--- src/rtl/dps_pkg.sv ---
// Shared types, codes and defaults for the dynamic priority scheduler.
`default_nettype none

package dps_pkg;

  localparam int MAX_PROCESSES_DEF = 16;

  // Operation carried by an input transfer.
  localparam logic CMD_ADD  = 1'b0;
  localparam logic CMD_TICK = 1'b1;

  localparam logic signed [7:0] PRI_MIN = -8'sd128;

  typedef enum logic [2:0] {
    ST_ADDED    = 3'd0,
    ST_REQUEUED = 3'd1,
    ST_FINISHED = 3'd2,
    ST_EMPTY    = 3'd3,
    ST_FULL     = 3'd4
  } dps_status_t;

  typedef struct packed {
    logic [7:0]        id;
    logic signed [7:0] pri;
    logic [7:0]        need;
    logic [7:0]        run;
  } entry_t;

  // Controller to datapath.
  typedef struct packed {
    logic        capture;     // latch the input item as the insert candidate
    logic        pop;         // take the head entry, requeue candidate from it
    logic        seed;        // start an insert walk at the tail
    logic        walk;        // one walk step: shift one entry or place candidate
    logic        set_status;  // load the result status code
    dps_status_t code;
    logic        load_out;    // move the result into the output register
  } dps_cmd_t;

  // Datapath to controller.
  typedef struct packed {
    logic full;
    logic empty;
    logic retire;
    logic walk_shift;
    logic out_free;
  } dps_sts_t;

endpackage

`default_nettype wire

--- src/rtl/dps_in_if.sv ---
// Input channel of the scheduler: one add or tick command per transfer.
`default_nettype none

interface dps_in_if;
  logic              valid;
  logic              ready;
  logic              command;
  logic [7:0]        process_id;
  logic signed [7:0] priority_req;
  logic [7:0]        need_time;

  modport source (output valid, command, process_id, priority_req, need_time,
                  input ready);
  modport sink   (input valid, command, process_id, priority_req, need_time,
                  output ready);
endinterface

`default_nettype wire

--- src/rtl/dps_out_if.sv ---
// Result channel of the scheduler: one result per command.
`default_nettype none

interface dps_out_if;
  logic              valid;
  logic              ready;
  logic [2:0]        status;
  logic [7:0]        ran_id;
  logic signed [7:0] ran_priority;
  logic [7:0]        run_time;
  logic [4:0]        queue_count;

  modport source (output valid, status, ran_id, ran_priority, run_time, queue_count,
                  input ready);
  modport sink   (input valid, status, ran_id, ran_priority, run_time, queue_count,
                  output ready);
endinterface

`default_nettype wire

--- src/rtl/dps_ctrl.sv ---
// Sequencing controller of the scheduler: accept, pop, insert walk, respond.
`default_nettype none

module dps_ctrl (
  input  logic              clk,
  input  logic              rst,
  input  logic              in_valid,
  input  logic              in_command,
  output logic              in_ready,
  input  dps_pkg::dps_sts_t sts,
  output dps_pkg::dps_cmd_t cmd
);
  import dps_pkg::*;

  typedef enum logic [2:0] {
    S_IDLE,
    S_POPD,
    S_SEED,
    S_WALK,
    S_RESP
  } state_t;

  state_t state;
  state_t state_next;
  logic   accept;

  assign accept = in_ready && in_valid;

  always_comb begin
    cmd        = '0;
    cmd.code   = ST_ADDED;
    state_next = state;
    case (state)
      S_IDLE: begin
        if (accept) begin
          cmd.capture    = 1'b1;
          cmd.set_status = 1'b1;
          if (in_command == CMD_ADD) begin
            if (sts.full) begin
              cmd.code   = ST_FULL;
              state_next = S_RESP;
            end else begin
              cmd.code   = ST_ADDED;
              state_next = S_SEED;
            end
          end else if (sts.empty) begin
            cmd.code   = ST_EMPTY;
            state_next = S_RESP;
          end else begin
            cmd.code   = ST_REQUEUED;
            state_next = S_POPD;
          end
        end
      end
      S_POPD: begin
        cmd.pop        = 1'b1;
        cmd.set_status = 1'b1;
        if (sts.retire) begin
          cmd.code   = ST_FINISHED;
          state_next = S_RESP;
        end else begin
          cmd.code   = ST_REQUEUED;
          state_next = S_SEED;
        end
      end
      S_SEED: begin
        cmd.seed   = 1'b1;
        state_next = S_WALK;
      end
      S_WALK: begin
        cmd.walk = 1'b1;
        if (!sts.walk_shift) begin
          state_next = S_RESP;
        end
      end
      S_RESP: begin
        if (sts.out_free) begin
          cmd.load_out = 1'b1;
          state_next   = S_IDLE;
        end
      end
      default: begin
        state_next = S_IDLE;
      end
    endcase
  end

  always_ff @(posedge clk) begin
    if (rst) begin
      state    <= S_IDLE;
      in_ready <= 1'b1;
    end else begin
      state    <= state_next;
      in_ready <= (state_next == S_IDLE);
    end
  end

endmodule

`default_nettype wire

--- src/rtl/dps_datapath.sv ---
// Queue memory, pointers, insert walk and result registers of the scheduler.
`default_nettype none

module dps_datapath #(
  parameter int MAX_PROCESSES = dps_pkg::MAX_PROCESSES_DEF
) (
  input  logic              clk,
  input  logic              rst,
  input  dps_pkg::dps_cmd_t cmd,
  output dps_pkg::dps_sts_t sts,
  input  logic [7:0]        process_id,
  input  logic signed [7:0] priority_req,
  input  logic [7:0]        need_time,
  output logic              rsp_valid,
  input  logic              rsp_ready,
  output logic [2:0]        status,
  output logic [7:0]        ran_id,
  output logic signed [7:0] ran_priority,
  output logic [7:0]        run_time,
  output logic [4:0]        queue_count
);
  import dps_pkg::*;

  localparam int PW = $clog2(MAX_PROCESSES);
  localparam int CW = $clog2(MAX_PROCESSES + 1);
  localparam logic [PW-1:0] LAST = PW'(MAX_PROCESSES - 1);
  localparam logic [CW-1:0] FULL_COUNT = CW'(MAX_PROCESSES);

  // Circular queue sorted by descending priority from head to tail.
  entry_t mem [MAX_PROCESSES];
  entry_t rdata;
  entry_t wdata;
  logic   we;
  logic [PW-1:0] raddr;

  logic [PW-1:0] head;
  logic [PW-1:0] tail;
  logic [CW-1:0] count;
  logic [PW-1:0] wp;     // slot being filled by the walk
  logic [CW-1:0] wk;     // entries still ahead of the walk
  entry_t        cand;

  dps_status_t       res_status;
  logic [7:0]        res_id;
  logic signed [7:0] res_pri;
  logic [7:0]        res_run;

  logic [PW-1:0] wp_prev;
  logic [PW-1:0] wp_prev2;
  logic [PW-1:0] tail_prev;
  logic [PW-1:0] tail_inc;
  logic [PW-1:0] head_inc;
  logic [7:0]    run_inc;
  logic          shift;

  function automatic logic [PW-1:0] ring_prev(input logic [PW-1:0] x);
    return (x == '0) ? LAST : x - PW'(1);
  endfunction

  function automatic logic [PW-1:0] ring_next(input logic [PW-1:0] x);
    return (x == LAST) ? '0 : x + PW'(1);
  endfunction

  assign wp_prev   = ring_prev(wp);
  assign wp_prev2  = ring_prev(wp_prev);
  assign tail_prev = ring_prev(tail);
  assign tail_inc  = ring_next(tail);
  assign head_inc  = ring_next(head);
  assign run_inc   = rdata.run + 8'd1;
  assign shift     = (wk != '0) && (cand.pri > rdata.pri);

  always_comb begin
    if (cmd.seed) begin
      raddr = tail_prev;
    end else if (cmd.walk) begin
      raddr = wp_prev2;
    end else begin
      raddr = head;
    end
  end

  assign we    = cmd.walk;
  assign wdata = shift ? rdata : cand;

  always_ff @(posedge clk) begin
    if (we) begin
      mem[wp] <= wdata;
    end
    rdata <= mem[raddr];
  end

  assign sts.full       = (count == FULL_COUNT);
  assign sts.empty      = (count == '0);
  assign sts.retire     = (run_inc >= rdata.need);
  assign sts.walk_shift = shift;
  assign sts.out_free   = !rsp_valid || rsp_ready;

  // Pointers and fill level.
  always_ff @(posedge clk) begin
    if (rst) begin
      head  <= '0;
      tail  <= '0;
      count <= '0;
    end else begin
      if (cmd.pop) begin
        head  <= head_inc;
        count <= count - CW'(1);
      end else if (cmd.walk && !shift) begin
        tail  <= tail_inc;
        count <= count + CW'(1);
      end
    end
  end

  // Walk state, candidate and result fields.
  always_ff @(posedge clk) begin
    if (cmd.seed) begin
      wp <= tail;
      wk <= count;
    end else if (cmd.walk && shift) begin
      wp <= wp_prev;
      wk <= wk - CW'(1);
    end
    if (cmd.capture) begin
      cand.id   <= process_id;
      cand.pri  <= priority_req;
      cand.need <= need_time;
      cand.run  <= 8'd0;
      res_id    <= 8'd0;
      res_pri   <= 8'sd0;
      res_run   <= 8'd0;
    end else if (cmd.pop) begin
      cand.id   <= rdata.id;
      cand.pri  <= (rdata.pri == PRI_MIN) ? PRI_MIN : rdata.pri - 8'sd1;
      cand.need <= rdata.need;
      cand.run  <= run_inc;
      res_id    <= rdata.id;
      res_pri   <= rdata.pri;
      res_run   <= run_inc;
    end
    if (cmd.set_status) begin
      res_status <= cmd.code;
    end
  end

  // Output register: hold until the transfer completes.
  always_ff @(posedge clk) begin
    if (rst) begin
      rsp_valid <= 1'b0;
    end else if (cmd.load_out) begin
      rsp_valid <= 1'b1;
    end else if (rsp_ready) begin
      rsp_valid <= 1'b0;
    end
  end

  always_ff @(posedge clk) begin
    if (cmd.load_out) begin
      status       <= res_status;
      ran_id       <= res_id;
      ran_priority <= res_pri;
      run_time     <= res_run;
      queue_count  <= 5'(count);
    end
  end

`ifndef SYNTHESIS
  a_count_bound: assert property (@(posedge clk) disable iff (rst)
    count <= FULL_COUNT)
    else $error("queue fill level above capacity");

  a_pop_nonempty: assert property (@(posedge clk) disable iff (rst)
    cmd.pop |-> count != '0)
    else $error("pop from an empty queue");

  a_place_room: assert property (@(posedge clk) disable iff (rst)
    (cmd.walk && !shift) |-> count != FULL_COUNT)
    else $error("insert into a full queue");

  a_walk_depth: assert property (@(posedge clk) disable iff (rst)
    cmd.walk |-> wk <= count)
    else $error("insert walk passed the head");
`endif

endmodule

`default_nettype wire

--- src/rtl/dynamic_priority_scheduler.sv ---
// Flow: a full or empty result goes straight to the response step; an add seeds and runs
// the insert walk, which shifts back the queued entries of lower priority (0..N-1 of them);
// a tick pops the head and either retires it or requeues it through the same walk. One entry
// per cycle is moved by the insert walk over the queue memory, which has one read and one write port.
// The next item is taken once the result is registered.
// Reset clears state, head, tail, fill level and result valid; the queue memory is not cleared.
`default_nettype none

module dynamic_priority_scheduler #(
  parameter int MAX_PROCESSES = dps_pkg::MAX_PROCESSES_DEF
) (
  input  logic          clk,
  input  logic          rst,
  dps_in_if.sink        request,
  dps_out_if.source     response
);
  import dps_pkg::*;

  dps_cmd_t cmd;
  dps_sts_t sts;
  logic     in_ready;

  // The controller sees only the handshake and the command bit; the payload
  // goes straight to the datapath, which latches it on the accepting transfer.
  dps_ctrl u_ctrl (
    .clk        (clk),
    .rst        (rst),
    .in_valid   (request.valid),
    .in_command (request.command),
    .in_ready   (in_ready),
    .sts        (sts),
    .cmd        (cmd)
  );

  assign request.ready = in_ready;

  // Queue storage, insert walk and the output register that holds a result
  // until its transfer completes.
  dps_datapath #(
    .MAX_PROCESSES (MAX_PROCESSES)
  ) u_datapath (
    .clk          (clk),
    .rst          (rst),
    .cmd          (cmd),
    .sts          (sts),
    .process_id   (request.process_id),
    .priority_req (request.priority_req),
    .need_time    (request.need_time),
    .rsp_valid    (response.valid),
    .rsp_ready    (response.ready),
    .status       (response.status),
    .ran_id       (response.ran_id),
    .ran_priority (response.ran_priority),
    .run_time     (response.run_time),
    .queue_count  (response.queue_count)
  );

endmodule

`default_nettype wire

--- src/flat_wrapper.sv ---
// flat-port wrapper written by rule: the top's interface ports become plain ports
module dynamic_priority_scheduler_flat import dps_pkg::*;
#(
  parameter int MAX_PROCESSES = dps_pkg::MAX_PROCESSES_DEF
)
  (clk, rst, request_valid, request_command, request_process_id, request_priority_req, request_need_time, request_ready, response_valid, response_status, response_ran_id, response_ran_priority, response_run_time, response_queue_count, response_ready);
  dps_in_if request_i ();
  dps_out_if response_i ();
  input  logic clk;
  input  logic rst;
  input wire logic [$bits(request_i.valid)-1:0] request_valid;
  input wire logic [$bits(request_i.command)-1:0] request_command;
  input wire logic [$bits(request_i.process_id)-1:0] request_process_id;
  input wire logic [$bits(request_i.priority_req)-1:0] request_priority_req;
  input wire logic [$bits(request_i.need_time)-1:0] request_need_time;
  output wire logic [$bits(request_i.ready)-1:0] request_ready;
  output wire logic [$bits(response_i.valid)-1:0] response_valid;
  output wire logic [$bits(response_i.status)-1:0] response_status;
  output wire logic [$bits(response_i.ran_id)-1:0] response_ran_id;
  output wire logic [$bits(response_i.ran_priority)-1:0] response_ran_priority;
  output wire logic [$bits(response_i.run_time)-1:0] response_run_time;
  output wire logic [$bits(response_i.queue_count)-1:0] response_queue_count;
  input wire logic [$bits(response_i.ready)-1:0] response_ready;
  assign request_i.valid = request_valid;
  assign request_i.command = request_command;
  assign request_i.process_id = request_process_id;
  assign request_i.priority_req = request_priority_req;
  assign request_i.need_time = request_need_time;
  assign request_ready = request_i.ready;
  assign response_valid = response_i.valid;
  assign response_status = response_i.status;
  assign response_ran_id = response_i.ran_id;
  assign response_ran_priority = response_i.ran_priority;
  assign response_run_time = response_i.run_time;
  assign response_queue_count = response_i.queue_count;
  assign response_i.ready = response_ready;
  dynamic_priority_scheduler #(.MAX_PROCESSES(MAX_PROCESSES)) u_core (.clk(clk), .rst(rst), .request(request_i), .response(response_i));
endmodule
--- config.mk ---
export PLATFORM = sky130hd
export DESIGN_NAME = dynamic_priority_scheduler_flat
export DESIGN_NICKNAME = d
export VERILOG_FILES = /design/src/rtl/dps_pkg.sv /design/src/rtl/dps_in_if.sv /design/src/rtl/dps_out_if.sv /design/src/rtl/dps_ctrl.sv /design/src/rtl/dps_datapath.sv /design/src/rtl/dynamic_priority_scheduler.sv /design/src/flat_wrapper.sv
export SDC_FILE = /design/constraint.sdc
export NUM_CORES = 1
export LEC_CHECK = 0
export BUFFER_PORTS_ARGS = -buffer_cell sky130_fd_sc_hd__buf_2
export CAP_MARGIN = 20
export CORE_ASPECT_RATIO = 1.4
export CORE_UTILIZATION = 50
export CTS_BUF_LIST = sky130_fd_sc_hd__clkbuf_4
export DETAILED_ROUTE_END_ITERATION = 7
export PLACE_DENSITY_LB_ADDON = 0.25
export SLEW_MARGIN = 25
export SYNTH_ARGS = -nofsm -noshare
export SYNTH_HDL_FRONTEND = slang
export SYNTH_HIERARCHICAL = 1
export SYNTH_SLANG_ARGS = --single-unit
--- constraint.sdc ---
create_clock -name clk -period 6.55 [get_ports clk]
set_input_delay 1.31 -clock clk [delete_from_list [all_inputs] [get_ports clk]]
set_output_delay 1.31 -clock clk [all_outputs]
set_load 0.05 [all_outputs]
==> results of run 1 <==
==> placed cells by master (no fill, tap or decap), types with 3 or more instances in the layout <==
master / count
a31oi_2: 3
buf_4: 39
and3_1: 3
a21oi_1: 29
o21ai_0: 37
a211oi_1: 3
a21o_1: 5
buf_12: 3
o21ai_4: 3
and3_2: 7
inv_1: 34
a22o_1: 4
o31ai_1: 8
clkinv_2: 5
nand2_1: 125
and2_1: 3
nor3_2: 3
nor2_4: 8
xnor2_1: 13
o211ai_1: 3
nor2_1: 41
dfxtp_1: 74
nand3_1: 9
clkbuf_4: 216
nand2b_1: 9
buf_2: 62
ha_1: 34
xor2_1: 9
nor3b_1: 6
mux2i_1: 499
nor2b_1: 6
nor3_1: 8
edfxtp_1: 580
inv_2: 8
nand4_1: 4
clkinv_1: 44
==> area by class of cell <==
cell class / count / share of cell area, %
clock inverter: 58 / 0.9480
tap: 714 / 2.969
clock buffer: 216 / 5.389
timing repair buffer: 104 / 2.204
inverter: 37 / 0.4615
multi-input combinational: 914 / 25.22
antenna: 1 / 0.008316
sequential: 654 / 62.80
==> final timing paths <==
kind | start | endpoint | slack, ns
worst min register to register | u_core/u_datapath/res_pri[2] | u_core/u_datapath/ran_priority[2] | 0.40
worst max register to register | u_core/u_datapath/wp[0] | u_core/u_datapath/rdata[18] | 2.73
worst max-delay path | u_core/u_datapath/wp[0] | u_core/u_datapath/rdata[18] | 2.73
worst min-delay path | u_core/u_datapath/res_pri[2] | u_core/u_datapath/ran_priority[2] | 0.40
==> power groups by stage <==
stage	Combinational, mW	Sequential, mW	Clock (mW)
2_1_floorplan	3.45	6.64	0
3_3_place_gp	4.80	6.60	0
3_5_place_dp	4.95	6.60	0
4_1_cts	4.97	6.52	3.24
5_1_grt	5.42	6.56	3.41
6_report	4.95	6.52	3.13
==> cells in the mapped netlist (10+ instances only) <==
library cell	number
edfxtp_1	580
mux2i_1	499
nand2_1	126
dfxtp_1	74
nor2_1	49
o21ai_0	38
inv_1	35
buf_4	34
ha_1	34
a21oi_1	29
buf_2	25
clkbuf_1	17
xnor2_1	13
and3_1	10
nor3_1	10
==> stage by stage <==
step	instance area [um^2]	std cells	power [mW]	worst slack, ns
after floorplan	26960	1684	10.09	2.693
after global placement	28180	2423	11.40	2.848
after detailed placement	28180	2423	11.55	2.810
after CTS	30090	2697	14.72	2.778
after global routing	30090	2698	15.40	2.507
final	30090	2698	14.60	2.732
==> critical path, stage by stage, from the launching register on <==
cell,delay (ns)
edfxtp_1,0.49
inv_1,0.17
ha_1,0.22
nand2b_1,0.23
o21ai_2,0.25
xnor2_1,0.13
o21ai_4,0.81
buf_12,0.68
mux2i_1,0.30
mux2i_1,0.11
mux2i_1,0.16
==> flip-flops by register name, summed over array words and instances, names as in the netlist <==
name	count
u_core/u_datapath/tail	4
u_core/u_datapath/wp	4
u_core/u_ctrl/state	3
u_core/u_datapath/count	5
u_core/u_datapath/cand	24
u_core/u_datapath/res_id	8
u_core/u_datapath/res_run	8
u_core/u_datapath/res_pri	8
u_core/u_datapath/head	4
u_core/u_datapath/queue_count	5
u_core/u_datapath/status	3
u_core/u_datapath/ran_id	8
u_core/u_ctrl/in_ready	1
u_core/u_datapath/rdata	32
u_core/u_datapath/ran_priority	8
u_core/u_datapath/mem	512
u_core/u_datapath/wk	5
u_core/u_datapath/rsp_valid	1
u_core/u_datapath/run_time	8
u_core/u_datapath/res_status	3
==> kinds of logic after synthesis <==
family	synth area share (%)
muxes	18.65
and+or+nand+nor	4.080
DFF	70.10
xor gates and xnor gates	0.7147
buffers and inverters	2.204
AOI/OAI and AO/OA	2.599
adders and majority gates	1.652
==> routing by layer <==
metal	global-route usage (%)	vias to the layer above
li1	-	6812
met1	28.06	7561
met2	37.81	503
met3	3.641	129
met4	10.24	0
met5	0	-
==> impl_metrics.ini, run 1 <==
[power_and_ir_drop]
switchingPower_mw = 5.083
sw_frac_of_total_pct = 34.82
internal_power_mw = 9.515
ir_worst_vdd_mv = 0.3118
combPwrFrac_pct = 33.9
leakage_nw = 10.42
clockPowerShare_pct = 21.4
pwr_density_cell_mw_per_mm2 = 485.1
seq_power_share_pct = 44.7

[clock_network]
post_cts_resized = 0
cts_tree = done
cts.htree.levels = 4
postCtsHoldBufs = 0
clockRootBuffer = clkbuf_4
post-cts-setup-buffer-count = 0
cts_buffer_depth = 3
cts.sinks = 654
cts.clk_slew.worst_paths_ns = 0.07
numCtsBuffers = 148
clock_latency_ns = 0.88

[synthesis]
synth_seq_cells = 654
yosysTopAreaCell = edfxtp_1
synth-edff-count = 580
netlist_instances = 1684
syn_nets = 1748
synth.distinct_cells = 60
synth_ff_type = edfxtp_1
synthArstFlopShare_pct = 0
synth_top_area_share_pct = 64.60
yosysSeqAreaShare_pct = 70.10
yosys_warnings = 6
yosys-top-cells-area = edfxtp_1, mux2i_1, dfxtp_1
mappedNetlistArea_mm2 = 0.02696
syn_avg_cell_area_um2 = 16.01

[routing]
totalWireLength_mm = 59.60
wl_met2_mm = 30.17
drc = 0
top_layer = met4
drtIter0Drc = 1104
vias = 15010
post_drt_wl_per_cell_um = 22.09
met1Wirelength_mm = 24.33
wl_met3_mm = 3.438
ant_nets = 0
drtPass1Iterations = 5
vias_per_cell = 5.562

[layout]
drive_gt1_share_pct = 18.76
multiInputGateArea_mm2 = 0.007590
nets = 1923
area_growth_pct = 11.62
final_util_pct = 56.59
fill_cells = 4224
regArea_mm2 = 0.01890

[sta]
fmax_mhz = 261.9
relSlewSlack_pct = 28.78
tightestPinTransition_ns = 1.064
finalHoldViolCount = 0
period_needed_ns = 3.818
tns_ns = 0
setup_viol = 0
finClkSkew_ns = 0.05742
rsz0062_at_grt = no
finalCritPeriodShare_pct = 58.29
final_max_slew_viol_count = 0
whs_ns = 0.4049

[floorplan]
die_w_um = 198.3
core_mm2 = 0.05318
floorplan.rows = 100
die_h_um = 276.8
ios = 63
design.die.area_mm2 = 0.05487
start_util_pct = 50.70

[global_route]
grt_use_total_pct = 22.38
grt_max_degree = 109
grt_pass1_wl_mm = 89.68
grt_pass1_vias = 15460
grt_antenna_before_repair = 1
grt-ovfl-total = 0

[worst_hold_path]
hold_class = flip-flop to flip-flop
hold_path_depth = 0

[setup_path]
crit_path_start_kind = flip-flop
crit_fanout = 108
cp.required_ns = 7.32
endpoint_kind = flip-flop
critPathKind = flip-flop to flip-flop
arrival_ns = 4.59
ff2ff_path_depth = 10

[job]
drv_cap = 0

[place]
portBuffers = 62
place.gp.congestion = 0.8096
hpwl_mm = 30.84

[outcome]
status = complete, no violations
No activity file was read; power rests on OpenSTA's default activity.
==> run 2: changes to the inputs <==
--- a/config.mk
+++ b/config.mk
@@ -5,6 +5,7 @@
 export SDC_FILE = /design/constraint.sdc
 export NUM_CORES = 1
 export LEC_CHECK = 0
+export ABC_AREA = 1
 export BUFFER_PORTS_ARGS = -buffer_cell sky130_fd_sc_hd__buf_2
 export CAP_MARGIN = 20
 export CORE_ASPECT_RATIO = 1.4
==> constraint.sdc (replaced) <==
create_clock -name clk -period 3.73 [get_ports clk]
set_input_delay 0.746 -clock clk [delete_from_list [all_inputs] [get_ports clk]]
set_output_delay 0.746 -clock clk [all_outputs]
set_load 0.05 [all_outputs]
==> run 2 against run 1 <==
  * Clock skew is 0.017 ns lower
  * First-iteration DRC count is 48% higher
  * Critical path type unchanged
  * Sequential power is 87% higher
==> impl_metrics.ini, run 2 <==
[sta]
fmax_mhz = 312.0
finalCritPeriodShare_pct = 85.92
period_needed_ns = 3.205
relSlewSlack_pct = 33.44
final_max_slew_viol_count = 0
setup_viol = 0
tightestPinTransition_ns = 0.9918
finalHoldViolCount = 0
rsz0062_at_grt = no
tns_ns = 0
finClkSkew_ns = 0.04018

[synthesis]
synthArstFlopShare_pct = 0
synthTopCellsByCount = nand2_1, edfxtp_1, inv_1
synth_top_area_share_pct = 60.16
syn_nets = 2834
synth.distinct_cells = 38
synth_ff_type = edfxtp_1
yosysMostFrequentCell = nand2_1
netlist_instances = 2770
yosysSeqAreaShare_pct = 65.28
yosys_warnings = 6
synth-edff-count = 580
yosys-top-cells-area = edfxtp_1, nand2_1, nand3_1
synth_seq_cells = 654
yosysTopAreaCell = edfxtp_1
mappedNetlistArea_mm2 = 0.02895
syn_avg_cell_area_um2 = 10.45

[setup_path]
path_delay_family = simple AND/OR/NAND/NOR gates
crit_chain = inv_1, nor3_1, nand3_1, nor2_1, nand2_1, xor2_1, inv_1, ha_1, nand2_1, nor2_1, nand4_1, o2111ai_1, inv_1, nand4_1, nand2_1, nor2_2, nand3_1, nand2_1
cp_num_cells = 18
arrival_ns = 4.05
cp_common_cell = nand2_1
cp.required_ns = 4.58
crit_path_start_kind = flip-flop
slowest_stage = dfxtp_1
critPathKind = flip-flop to flip-flop
ff2ff_path_depth = 18
endpoint_kind = flip-flop
crit_fanout = 4
max_stage_delay_ns = 0.50
path_buf_inv = 3

[floorplan]
die_h_um = 286.7
die_w_um = 205.4
core_mm2 = 0.05739
ios = 63
start_util_pct = 50.45
design.die.area_mm2 = 0.05888
floorplan.rows = 104

[place]
place.gp.congestion = 0.8324
placedCellCount = 3502
hpwl_mm = 40.83
portBuffers = 62

[routing]
ant_nets = 0
vias = 20360
drtIter0Drc = 1636
totalWireLength_mm = 72.57
post_drt_wl_per_cell_um = 19.20
drc = 0
vias_per_cell = 5.387
drtPass1Iterations = 5

[layout]
drive_gt1_share_pct = 14.53
area_growth_pct = 11.76
nets = 2976
most-common-layout-cells = nand2_1, edfxtp_1, inv_1
layout_commonest_cell = nand2_1
fill_cells = 4805
top_register = u_core/u_datapath/mem
largest_register_ffs = 512
final_util_pct = 56.38
finalNonFillerCells = 3779
reg_top3 = u_core/u_datapath/mem x512, u_core/u_datapath/rdata x32, u_core/u_datapath/cand x24

[power_and_ir_drop]
leakage_nw = 13.65
pwr_density_cell_mw_per_mm2 = 977.8
ir_worst_vdd_mv = 0.7766

[global_route]
grt_pass1_wl_mm = 110.6
grt-ovfl-total = 0
grt_pass1_vias = 19680
grt_use_total_pct = 25.07
grt_max_degree = 128
grt_antenna_before_repair = 1

[clock_network]
cts_tree = done
post-cts-setup-buffer-count = 0
postCtsHoldBufs = 0
clockRootBuffer = clkbuf_4
cts.clk_slew.worst_paths_ns = 0.07
cts_buffer_depth = 3
cts.sinks = 654
post_cts_resized = 0
clock_latency_ns = 0.89
numCtsBuffers = 150
cts.htree.levels = 4

[job]
drv_cap = 0

[outcome]
status = complete, no violations

[worst_hold_path]
hold_class = primary input to flip-flop
hold_path_depth = 4
[run 2: changes by cell type after synthesis, sizes merged, moves of 12 or more]
cell,change
nand3,+361
nand2,+562
nor2,+12
o21ai,+184
buf,+62
nand3b,+127
inv,+345
mux2i,-499
clkbuf,+14
[run 2: logic make-up (layout without fill, tap and decap cells)]
group                    after synthesis  count (layout)  share of synthesized area [%]
AO/OA/AOI/OAI                        257             257                          4.559
XOR/XNOR                              21              21                         0.6353
adder cells (fa/ha/maj)               35              35                          1.539
buffers and inverters                538             804                          8.051
flip-flops                           654             654                          65.28
other                                  0               1                              0
AND/OR/NAND/NOR                     1265            1265                          19.94
[run 2: metal layers]
layer,track usage (%),part of all wire (%)
met4,11.72,3.2
met5,0,0
met1,30.87,41
met3,4.588,6.4
met2,42.54,50
[run 2: worst reg2reg max path: stages (launching register included)]
cell and delay [ns]:
dfxtp_1 0.50, inv_1 0.12, nor3_1 0.34, nand3_1 0.18, nor2_1 0.15, nand2_1 0.09
xor2_1 0.21, inv_1 0.07, ha_1 0.29, nand2_1 0.07, nor2_1 0.16, nand4_1 0.10
o2111ai_1 0.29, inv_1 0.09, nand4_1 0.13, nand2_1 0.07, nor2_2 0.13, nand3_1 0.10
nand2_1 0.07
[run 2: path summary, 6_finish.rpt]
| check | from | slack [ns] | end |
|---|---|---|---|
| min reg2reg | u_core/u_datapath/res_status[2] | 0.42 | u_core/u_datapath/status[2] |
| max reg2reg | u_core/u_datapath/rdata[0] | 0.53 | u_core/u_ctrl/in_ready |
| min | response_ready | 0.13 | u_core/u_datapath/rsp_valid |
| max | u_core/u_datapath/rdata[0] | 0.53 | u_core/u_ctrl/in_ready |
[run 2: power breakdown]
part / switching [mW] / internal [mW] / total, mW
registers: 0.456 / 11.7 / 12.2
clock network: 2.74 / 2.99 / 5.72
logic: 9.86 / 3.89 / 13.7
total: 13.0 / 18.6 / 31.6
[run 2: area by class of cell]
class / count / area (um^2) / share of cell area, %
tap: 742 / 928.4 / 2.869
sequential: 654 / 18900 / 58.41
antenna: 1 / 2.502 / 0.007734
multi-input combinational: 1578 / 7920 / 24.48
clock buffer: 233 / 1749 / 5.406
clock inverter: 43 / 224.0 / 0.6922
inverter: 383 / 1438 / 4.443
timing repair buffer: 145 / 1196 / 3.697
[run 2: per-stage QoR]
stage	total power, mW	worst slack [ns]	cell area (um^2)	hold slack (ns)
2_1_floorplan	21.34	0.5912	28960	0.4003
3_3_place_gp	25.64	0.6311	30380	0.4055
3_5_place_dp	25.97	0.5635	30380	0.4070
4_1_cts	31.77	0.5628	32350	0.08559
5_1_grt	33.69	0.2392	32360	0.1433
6_report	31.64	0.5252	32360	0.1299
